File: config.mk
export PLATFORM = sky130hd
export DESIGN_NAME = json_stream_reindenter
export DESIGN_NICKNAME = d
export VERILOG_FILES = /design/src/jsr_pkg.sv /design/src/json_stream_reindenter.sv
export SDC_FILE = /design/constraint.sdc
export NUM_CORES = 1
export LEC_CHECK = 0
export ABC_AREA = 0
export BUFFER_PORTS_ARGS = -buffer_cell sky130_fd_sc_hd__buf_2
export CORE_MARGIN = 4
export CORE_UTILIZATION = 30
export CTS_CLUSTER_SIZE = 14
export DETAILED_ROUTE_END_ITERATION = 7
export PLACE_DENSITY = 0.49
export SYNTH_ARGS = -nofsm -noshare
export SYNTH_HDL_FRONTEND = slang
export SYNTH_SLANG_ARGS = --single-unit
File: constraint.sdc
create_clock -name clk -period 6.65 [get_ports clk]
set_clock_uncertainty 0.2 [all_clocks]
set_input_delay 0.3325 -clock clk [delete_from_list [all_inputs] [get_ports clk]]
set_output_delay 0.3325 -clock clk [all_outputs]
set_load 0.02 [all_outputs]
File: src/jsr_pkg.sv
// Package for the JSON stream reindenter: sequencer states, character codes,
// register indexes, field widths and reset values. No dependencies.
package jsr_pkg;

	localparam int BYTE_W      = 8;
	localparam int REPEAT_W    = 3;
	localparam int CFG_INDEX_W = 1;
	localparam int DEPTH_W     = 5;
	localparam int COUNT_W     = 6;
	localparam int FLAGS_W     = 3;

	localparam int MAX_DEPTH_DEFAULT = 15;

	localparam logic [CFG_INDEX_W-1:0] CFG_INDENT_CHAR   = 1'd0;
	localparam logic [CFG_INDEX_W-1:0] CFG_INDENT_REPEAT = 1'd1;

	localparam logic [BYTE_W-1:0]   INDENT_CHAR_RESET   = 8'h09;
	localparam logic [REPEAT_W-1:0] INDENT_REPEAT_RESET = 3'd1;
	localparam logic [REPEAT_W-1:0] REPEAT_LIMIT        = 3'd4;

	localparam logic KIND_TEXT = 1'b0;
	localparam logic KIND_END  = 1'b1;

	localparam logic [BYTE_W-1:0] CH_BACKSLASH = 8'h5C;
	localparam logic [BYTE_W-1:0] CH_LBRACE    = 8'h7B;
	localparam logic [BYTE_W-1:0] CH_RBRACE    = 8'h7D;
	localparam logic [BYTE_W-1:0] CH_LBRACKET  = 8'h5B;
	localparam logic [BYTE_W-1:0] CH_RBRACKET  = 8'h5D;
	localparam logic [BYTE_W-1:0] CH_COMMA     = 8'h2C;
	localparam logic [BYTE_W-1:0] CH_SEMI      = 8'h3B;
	localparam logic [BYTE_W-1:0] CH_DQUOTE    = 8'h22;
	localparam logic [BYTE_W-1:0] CH_SQUOTE    = 8'h27;
	localparam logic [BYTE_W-1:0] CH_LF        = 8'h0A;
	localparam logic [BYTE_W-1:0] CH_CR        = 8'h0D;
	localparam logic [BYTE_W-1:0] CH_NONE      = 8'h00;

	typedef enum logic {
		ST_IDLE,
		ST_RUN
	} state_t;

endpackage

File: src/json_stream_reindenter.sv
// Top level of the JSON stream reindenter: input decode, nesting state and an
// output sequencer that emits each transaction's bytes one per unstalled cycle.
// Depends on jsr_pkg.
//
//   channel   direction   tdata            tuser / tlast
//   s_*       in          in_byte          tuser: kind
//   m_*       out         out_byte         tlast: last, tuser: flags
//   cfg_*     in          register value   cfg_index selects the register
//
// An input transaction is taken while the sequencer is idle; its results then
// leave at one per cycle through the output register; an item with N results
// (N is 0 to 62) holds s_tready low until the last is loaded. The indent
// run is counted down by one shared counter. A stalled m_tready holds the
// sequencer. Reset clears the nesting state and restores both registers.
module json_stream_reindenter #(
	parameter int MAX_DEPTH = jsr_pkg::MAX_DEPTH_DEFAULT
) (
	input  logic                            clk,
	input  logic                            arst_n,
	input  logic                            s_tvalid,
	output logic                            s_tready,
	input  logic [jsr_pkg::BYTE_W-1:0]      s_tdata,   // [7:0] in_byte
	input  logic                            s_tuser,   // [0] kind
	output logic                            m_tvalid,
	input  logic                            m_tready,
	output logic [jsr_pkg::BYTE_W-1:0]      m_tdata,   // [7:0] out_byte
	output logic                            m_tlast,
	output logic [jsr_pkg::FLAGS_W-1:0]     m_tuser,   // [0] underflow,
	                                                   // [1] depth_saturated,
	                                                   // [2] unbalanced_end
	input  logic                            cfg_we,
	input  logic [jsr_pkg::CFG_INDEX_W-1:0] cfg_index,
	input  logic [jsr_pkg::BYTE_W-1:0]      cfg_data
);

	import jsr_pkg::*;

	localparam logic signed [DEPTH_W-1:0] DEPTH_MAX = DEPTH_W'(MAX_DEPTH);
	localparam logic signed [DEPTH_W-1:0] DEPTH_MIN = -DEPTH_W'(MAX_DEPTH);

	state_t state_q, state_d;

	logic [BYTE_W-1:0]          indent_char_q;
	logic [REPEAT_W-1:0]        indent_repeat_q;
	logic                       escape_q, escape_d;
	logic [BYTE_W-1:0]          quote_q, quote_d;
	logic signed [DEPTH_W-1:0]  depth_q, depth_d;

	logic                       head_q, head_d;
	logic                       nl_q, nl_d;
	logic                       tail_q, tail_d;
	logic [COUNT_W-1:0]         count_q, count_d;
	logic [BYTE_W-1:0]          byte_q;
	logic [FLAGS_W-1:0]         flags_q, flags_d;

	logic                       out_valid_q;
	logic [BYTE_W-1:0]          out_byte_q;
	logic                       out_last_q;
	logic [FLAGS_W-1:0]         out_flags_q;

	logic                       accept;
	logic                       out_free;
	logic                       load;
	logic [BYTE_W-1:0]          load_byte;
	logic                       load_last;
	logic [REPEAT_W-1:0]        rep_eff;
	logic signed [DEPTH_W-1:0]  ind_depth;
	logic [DEPTH_W+REPEAT_W-1:0] ind_product;
	logic                       want_ind;
	logic                       uf, sat, unb;

	assign s_tready = (state_q == ST_IDLE);
	assign accept   = s_tvalid && s_tready;
	assign out_free = !out_valid_q || m_tready;
	assign rep_eff  = (indent_repeat_q > REPEAT_LIMIT) ? REPEAT_LIMIT : indent_repeat_q;
	assign ind_product = (ind_depth > 0)
		? ({{(REPEAT_W){1'b0}}, ind_depth} * {{(DEPTH_W){1'b0}}, rep_eff})
		: '0;

	always_ff @(posedge clk or negedge arst_n) begin
		if (!arst_n) begin
			state_q <= ST_IDLE;
		end else begin
			state_q <= state_d;
		end
	end

	always_comb begin
		state_d   = state_q;
		escape_d  = escape_q;
		quote_d   = quote_q;
		depth_d   = depth_q;
		head_d    = head_q;
		nl_d      = nl_q;
		tail_d    = tail_q;
		count_d   = count_q;
		flags_d   = flags_q;
		uf        = 1'b0;
		sat       = 1'b0;
		unb       = 1'b0;
		want_ind  = 1'b0;
		ind_depth = depth_q;
		load      = 1'b0;
		load_byte = byte_q;
		load_last = 1'b0;

		unique case (state_q)
			ST_IDLE: begin
				if (accept) begin
					head_d = 1'b0;
					nl_d   = 1'b0;
					tail_d = 1'b0;
					if (s_tuser == KIND_END) begin
						unb      = (depth_q != 0) || (quote_q != CH_NONE);
						nl_d     = 1'b1;
						escape_d = 1'b0;
						quote_d  = CH_NONE;
						depth_d  = '0;
					end else if (escape_q) begin
						head_d   = 1'b1;
						escape_d = 1'b0;
					end else begin
						case (s_tdata) inside
							CH_BACKSLASH: begin
								escape_d = 1'b1;
								head_d   = 1'b1;
							end
							CH_COMMA, CH_SEMI: begin
								head_d = 1'b1;
								if (quote_q == CH_NONE) begin
									nl_d     = 1'b1;
									want_ind = 1'b1;
								end
							end
							CH_DQUOTE, CH_SQUOTE: begin
								head_d = 1'b1;
								if (quote_q == CH_NONE) begin
									quote_d = s_tdata;
								end else if (quote_q == s_tdata) begin
									quote_d = CH_NONE;
								end
							end
							CH_LBRACE, CH_LBRACKET: begin
								head_d = 1'b1;
								if (quote_q == CH_NONE) begin
									if (depth_q >= DEPTH_MAX) begin
										sat = 1'b1;
									end else begin
										depth_d = depth_q + 1'b1;
									end
									nl_d      = 1'b1;
									want_ind  = 1'b1;
									ind_depth = depth_d;
								end
							end
							CH_RBRACE, CH_RBRACKET: begin
								if (quote_q == CH_NONE) begin
									if (depth_q <= DEPTH_MIN) begin
										sat = 1'b1;
									end else begin
										depth_d = depth_q - 1'b1;
									end
									uf        = (depth_d < 0);
									nl_d      = 1'b1;
									want_ind  = 1'b1;
									ind_depth = depth_d;
									tail_d    = 1'b1;
								end else begin
									head_d = 1'b1;
								end
							end
							CH_LF, CH_CR: begin
								head_d = (quote_q != CH_NONE);
							end
							default: begin
								head_d = 1'b1;
							end
						endcase
					end
					count_d = want_ind ? ind_product[COUNT_W-1:0] : '0;
					flags_d = {unb, sat, uf};
					if (head_d || nl_d || tail_d) begin
						state_d = ST_RUN;
					end
				end
			end
			ST_RUN: begin
				if (out_free) begin
					load = 1'b1;
					if (head_q) begin
						head_d    = 1'b0;
						load_byte = byte_q;
					end else if (nl_q) begin
						nl_d      = 1'b0;
						load_byte = CH_LF;
					end else if (count_q != 0) begin
						count_d   = count_q - 1'b1;
						load_byte = indent_char_q;
					end else begin
						tail_d    = 1'b0;
						load_byte = byte_q;
					end
					load_last = !(head_d || nl_d || tail_d || (count_d != 0));
					if (load_last) begin
						state_d = ST_IDLE;
					end
				end
			end
			default: begin
				state_d = ST_IDLE;
			end
		endcase
	end

	always_ff @(posedge clk or negedge arst_n) begin
		if (!arst_n) begin
			indent_char_q   <= INDENT_CHAR_RESET;
			indent_repeat_q <= INDENT_REPEAT_RESET;
			escape_q        <= 1'b0;
			quote_q         <= CH_NONE;
			depth_q         <= '0;
			head_q          <= 1'b0;
			nl_q            <= 1'b0;
			tail_q          <= 1'b0;
			count_q         <= '0;
			out_valid_q     <= 1'b0;
		end else begin
			if (cfg_we) begin
				unique case (cfg_index)
					CFG_INDENT_CHAR:   indent_char_q   <= cfg_data;
					CFG_INDENT_REPEAT: indent_repeat_q <= cfg_data[REPEAT_W-1:0];
					default: ;
				endcase
			end
			escape_q <= escape_d;
			quote_q  <= quote_d;
			depth_q  <= depth_d;
			head_q   <= head_d;
			nl_q     <= nl_d;
			tail_q   <= tail_d;
			count_q  <= count_d;
			if (load) begin
				out_valid_q <= 1'b1;
			end else if (m_tready) begin
				out_valid_q <= 1'b0;
			end
		end
	end

	always_ff @(posedge clk) begin
		if (accept) begin
			byte_q <= s_tdata;
		end
		flags_q <= flags_d;
		if (load) begin
			out_byte_q  <= load_byte;
			out_last_q  <= load_last;
			out_flags_q <= flags_q;
		end
	end

	assign m_tvalid = out_valid_q;
	assign m_tdata  = out_byte_q;
	assign m_tlast  = out_last_q;
	assign m_tuser  = out_flags_q;

endmodule
# --- After elaboration in Yosys (flattened, before gate mapping) ---
# Index checks and enable logic that the tools add are counted.
classes:
  n_addsub: 3
  multipliers: 1
  order_cmp: 5
  n_eq_ne: 17
  n_mux: 116
  bitwise: 4
  n_reduce_logical: 31
ops:
  columns: ["operator", "n"]
  rows:
  - ["$mux 5", 24]
  - ["$mux 8", 12]
  - ["$mux 1", 65]
  - ["$mux 6", 9]
  - ["$eq 8x7->1 const B", 5]
  - ["$eq 8x6->1 const B", 4]
  - ["$reduce_bool 32->1", 1]
  - ["$eq 8x4->1 const B", 2]
  - ["$pmux 6 s2", 1]
  - ["$reduce_bool 6->1", 2]
  - ["$reduce_or 11->1", 1]
  - ["$reduce_and 2->1", 5]
  - ["$reduce_or 2->1", 5]
  - ["$eq 8x8->1", 1]
  - ["$logic_not 8->1", 1]
  - ["$pmux 1 s2", 4]
  - ["$reduce_bool 8->1", 1]
  - ["$logic_or 1x1->1", 7]
  - ["$reduce_and 7->1", 1]
  - ["$reduce_or 7->1", 1]
  - ["$mul 5x3->6", 1]
  - ["$ne 2x2->1 const B", 3]
  - ["$sub 6x1->6 const B", 1]
  - ["$add 5x1->5 const B", 1]
  - ["13 further kinds", 19]
totals:
  regBits: 59
  inputBits: 23

# --- Logic depth before layout (Yosys ltp) ---
logic_depth:
  word_depth: 27
  ltp_mapped: 18

# --- Least setup slack after synthesis ---
# OpenSTA, ideal clock, no wires.
synth_timing:
  kind: "register -> register"
  from: "register depth_q[1]"
  to: "register count_q[4]"
  setup_ns: 0.072
  t_arrival_ns: 4.086
  t_required_ns: 6.378
  path_slack_ns: 2.292
  stages_incl_launch_ff: 18
  period_less_slack_ns: 4.358
  cell_sequence: "dfrtp_1 > ha_1 > nand3_2 > clkinv_2 > ha_1 > xnor3_1 > nand4b_4 > a211o_2 > xnor2_1 > nand2_1 > fa_1 > inv_1 > ha_1 > fa_1 > xnor2_1 > a2111oi_0 > a2bb2oi_1 > nor2_1"
synth_between:
  elab_chain_len: 27
  elab_cells_between_ends: 33
  classes_between: "add/sub: 2; mul: 1; order compare: 3; mux: 27"
synth_lines:
  columns: ["item", "line", "text"]
  rows:
  - ["start, declared", "json_stream_reindenter.sv:47", "logic signed [DEPTH_W-1:0] depth_q, depth_d;"]
  - ["start signal, assigned", "json_stream_reindenter.sv:237", "depth_q <= depth_d;"]
  - ["$sub 5x1->5 or $le 5x5->1 (tied branches)", "json_stream_reindenter.sv:161, json_stream_reindenter.sv:158", null]
  - ["$mux 5", "json_stream_reindenter.sv:158", "if (depth_q <= DEPTH_MIN) begin"]
  - ["$mux 5", "json_stream_reindenter.sv:157", "if (quote_q == CH_NONE) begin"]
  - ["$mux 5 (5 in a row)", "json_stream_reindenter.sv:123", "case (s_tdata) inside"]
  - ["$mux 5", "json_stream_reindenter.sv:119", "end else if (escape_q) begin"]
  - ["$mux 5", "json_stream_reindenter.sv:113", "if (s_tuser == KIND_END) begin"]
  - ["$mux 5", "json_stream_reindenter.sv:109", "if (accept) begin"]
  - ["$mux 5", "json_stream_reindenter.sv:107", "unique case (state_q)"]
  - ["[... 7 more ...]", null, null]
  - ["$mux 5", "json_stream_reindenter.sv:113", null]
  - ["$mux 5", "json_stream_reindenter.sv:109", null]
  - ["$mux 5 *", "json_stream_reindenter.sv:107", null]
  - ["$mul 5x3->6 or $gt 5x1->1 (tied branches)", "json_stream_reindenter.sv:77, json_stream_reindenter.sv:76", null]
  - ["$mux 6 *", "json_stream_reindenter.sv:77", "? ({{(REPEAT_W){1'b0}}, ind_depth} * {{(DEPTH_W){1'b0}}, rep_eff})"]
  - ["$mux 6 *", "json_stream_reindenter.sv:180", "count_d = want_ind ? ind_product[COUNT_W-1:0] : '0;"]
  - ["$mux 6 *", "json_stream_reindenter.sv:109", null]
  - ["$pmux 6 s2 *", "json_stream_reindenter.sv:107", null]
  - ["end signal, assigned", "json_stream_reindenter.sv:241", "count_q <= count_d;"]
  - ["end, declared", "json_stream_reindenter.sv:52", "logic [COUNT_W-1:0] count_q, count_d;"]
# Every way passes the cells marked *; elsewhere a longest branch is shown, timed or not. The select of a mux whose other input is x is not followed.
# A chain may end at the register's enable or synchronous reset.

# --- Worst setup path in the final report ---
layout_timing:
  from: "register depth_q[0]"
  to: "register count_q[4]"
# The elaborated chain is that of the path after synthesis.

==> results.json <==
{
  "cts_sinks": 59,
  "dieArea_sq_um": 14200,
  "start_util": 0.307,
  "clk_latency_ns": 0.32,
  "ys_ff_latch": 59,
  "drtIter0Drc": 167,
  "vias_per_cell": 5.00,
  "finish.utilization": 0.358,
  "synth_xor_area_frac": 0.0460,
  "rr_endpoint": "count_q[4]",
  "crit_required_ns": 6.70,
  "detail-route-antenna-nets": 0,
  "min_period_ns": 4.90,
  "synth-edff-count": 23,
  "place_congestion": 0.843,
  "cts_resized": 0,
  "power.density_nw_per_um2": 255,
  "pre_cts_ws_ns": 1.81,
  "synth_top_family_by_area": "simple AND/OR/NAND/NOR gates",
  "cp_max_fo": 10,
  "clk_path_buf_depth": 2,
  "wl_per_cell_um": 16.1,
  "nets": 447,
  "ys_types": 74,
  "dpl.hpwl_um": 6760,
  "grt_pass1_wl_um": 15600,
  "synthSimpleGateAreaFrac": 0.225,
  "r2r_slack_ns": 1.75,
  "yosysTopAreaCellShare": 0.223,
  "vias": 2907,
  "syn-cell-area_sq_um": 3700,
  "dr.pass1.iters": 4,
  "worstMarginPinSlew_ns": 0.909,
  "post-synth-top-count-cell": "nand2_1",
  "io_pins": 37,
  "tns_ns": 0,
  "critPathCaptureType": "register",
  "synthAdderAreaFrac": 0.0622,
  "antenna_cells": 0,
  "startpoint_type": "register",
  "hp-class": "in2reg",
  "place_area_sq_um": 4030,
  "grt_overflow": 0,
  "hold_ws_ns": 0.0384,
  "power_frac_clock": 0.411,
  "syn_to_final_growth_pct": 16.7,
  "hold_path_depth": 2,
  "die_w_um": 119,
  "layout_setup_ws_ns": 1.75,
  "hold_viol": 0,
  "synthFlopType": "dfrtp_1",
  "synth_top_area_cell": "dfrtp_1",
  "p_comb_frac": 0.172,
  "drcViolationCount": 0,
  "drv_cap": 0,
  "die_h_um": 119,
  "antenna_found_initial": 0,
  "grt_pass1_vias": 2942,
  "h-tree-depth": 3,
  "syn_avg_cell_area_sq_um": 9.90,
  "root_buffer": "clkbuf_16",
  "portBuffers": 36,
  "cts_tree": "yes",
  "crit_arrival_ns": 4.96,
  "synth_common_cells": "nand2_1 (54), dfrtp_1 (33), edfxtp_1 (23), a21oi_1 (20), nor2_1 (19)",
  "whs_endpoint": "indent_char_q[7]",
  "grt_max_degree": 37,
  "peakVddDrop_uv": 96.7,
  "status": "completed",
  "finalSetupViolCount": 0,
  "p_sw_frac": 0.284,
  "core-area_sq_um": 12100,
  "syn_nets": 413,
  "synth_area_leaders": "dfrtp_1 (22%), edfxtp_1 (19%), nand2_1 (5.5%)",
  "track_usage": 0.136,
  "r2r-start": "depth_q[0]",
  "maxSlewHeadroom": 0.394,
  "routed_wl_um": 9350,
  "rr_worst_depth": 17,
  "rsz0062_at_grt": "false",
  "p_total_mw": 1.10,
  "worstSetupPathType": "reg2reg",
  "startpoint": "depth_q[0]",
  "ys_seq_area_frac": 0.431,
  "power.switching_mw": 0.313,
  "yosys_warnings": 0,
  "muxShareOfSynthArea": 0.0422,
  "stdcell_count": 581,
  "p_int_mw": 0.788,
  "timing.fmax_ghz": 0.204,
  "async_reset_ff_frac": 0.610,
  "fin_crit_sh": 0.737,
  "pwr-share-seq": 0.416,
  "synth_compound_area_frac": 0.151,
  "fin_area_sq_um": 4320,
  "final_max_slew_viol_count": 0,
  "clkTransAtPathRegs_ns": 0.06,
  "p_leak_nw": 1.87,
  "dp.cells": 564,
  "min_from": "cfg_data[7]",
  "netlist_instances": 374,
  "layout-drive-gt1-share": 0.203,
  "rows": 40,
  "cts_inserted_buffers": 9
}
[final cells by class]
class / count / area, sq um
fill: 1232 / 7740
tap: 168 / 210
inverter: 20 / 76.3
clock buffer: 11 / 233
sequential: 59 / 1600
multi-input combinational: 279 / 1950
clock inverter: 5 / 53.8
timing repair buffer: 39 / 205
[critical path, cell delays in order, from the launching register on]
cell,delay (ns)
dfrtp_1,0.48
ha_1,0.27
nand3_2,0.10
clkinv_2,0.07
ha_1,0.27
xnor3_1,0.47
nand4b_4,0.17
a211o_2,0.38
xnor2_1,0.35
nand2_1,0.14
fa_1,0.55
inv_1,0.05
ha_1,0.21
fa_1,0.38
xnor2_1,0.13
a2111oi_0,0.38
a2bb2oi_1,0.12
nor2_1,0.10
[placed cells by master, fill, tap and decap left out, types with 4 or more instances in the layout]
master,netlist,routed
a21o_1,6,6
and2_1,7,7
nand2b_1,6,6
dfrtp_1,33,33
fa_1,4,4
xnor2_1,4,4
nor3_1,8,8
nor4_2,5,5
xor2_1,11,11
o21ai_0,16,16
mux2_2,13,13
nor2b_1,4,4
a31oi_1,7,7
nor4_1,9,9
clkinv_2,1,4
nand3_1,7,7
or3_1,5,5
nor2_1,19,19
inv_1,18,18
nand2_1,54,54
ha_1,12,12
buf_2,3,36
clkbuf_16,0,9
nor3b_1,4,4
edfxtp_1,23,23
a21oi_1,20,20
[power by group through the flow]
stage	clock network, mW	registers, mW	logic, mW
final	0.453	0.458	0.190
after global routing	0.473	0.465	0.212
after CTS	0.461	0.458	0.191
after detailed placement	0	0.464	0.189
after global placement	0	0.463	0.188
after floorplan	0	0.462	0.130
[sequential cells by signal, summed over array words and instances, names as in the netlist, 3 cells and up]
register,flops
flags_q,3
byte_q,8
m_tdata,8
m_tuser,3
indent_char_q,8
quote_q,8
depth_q,5
count_q,6
indent_repeat_q,3
[per-layer routing]
layer  share of wire  track usage  wire length, um
met5               0            0                0
met4           0.010       0.0377               95
met3           0.045       0.0328              421
met2            0.47        0.221             4400
met1            0.47        0.182             4430
[worst max-delay path by stage]
stage | end | slack, ns | cells after the start
floorplan | count_q[4] | 2.29 | 17
global placement | count_q[4] | 1.94 | 17
detailed placement | count_q[4] | 1.81 | 17
CTS | count_q[4] | 1.77 | 17
global route | count_q[4] | 1.47 | 17
finish | count_q[4] | 1.75 | 17
[logic make-up (layout without fill, tap and decap cells)]
family          count (synthesis)  count (layout)
compound gates                 83              83
xor+xnor                       17              17
fa+ha+maj                      16              16
buf+inv                        36              75
flops                          59              59
mux                            14              14
simple gates                  149             149
[repair_timing]
action                    CTS  global route
hold buffers                1             0
hold endpoints to repair   11             0
setup buffers               0             0
Note: power is estimated with default switching activity, not from simulation.
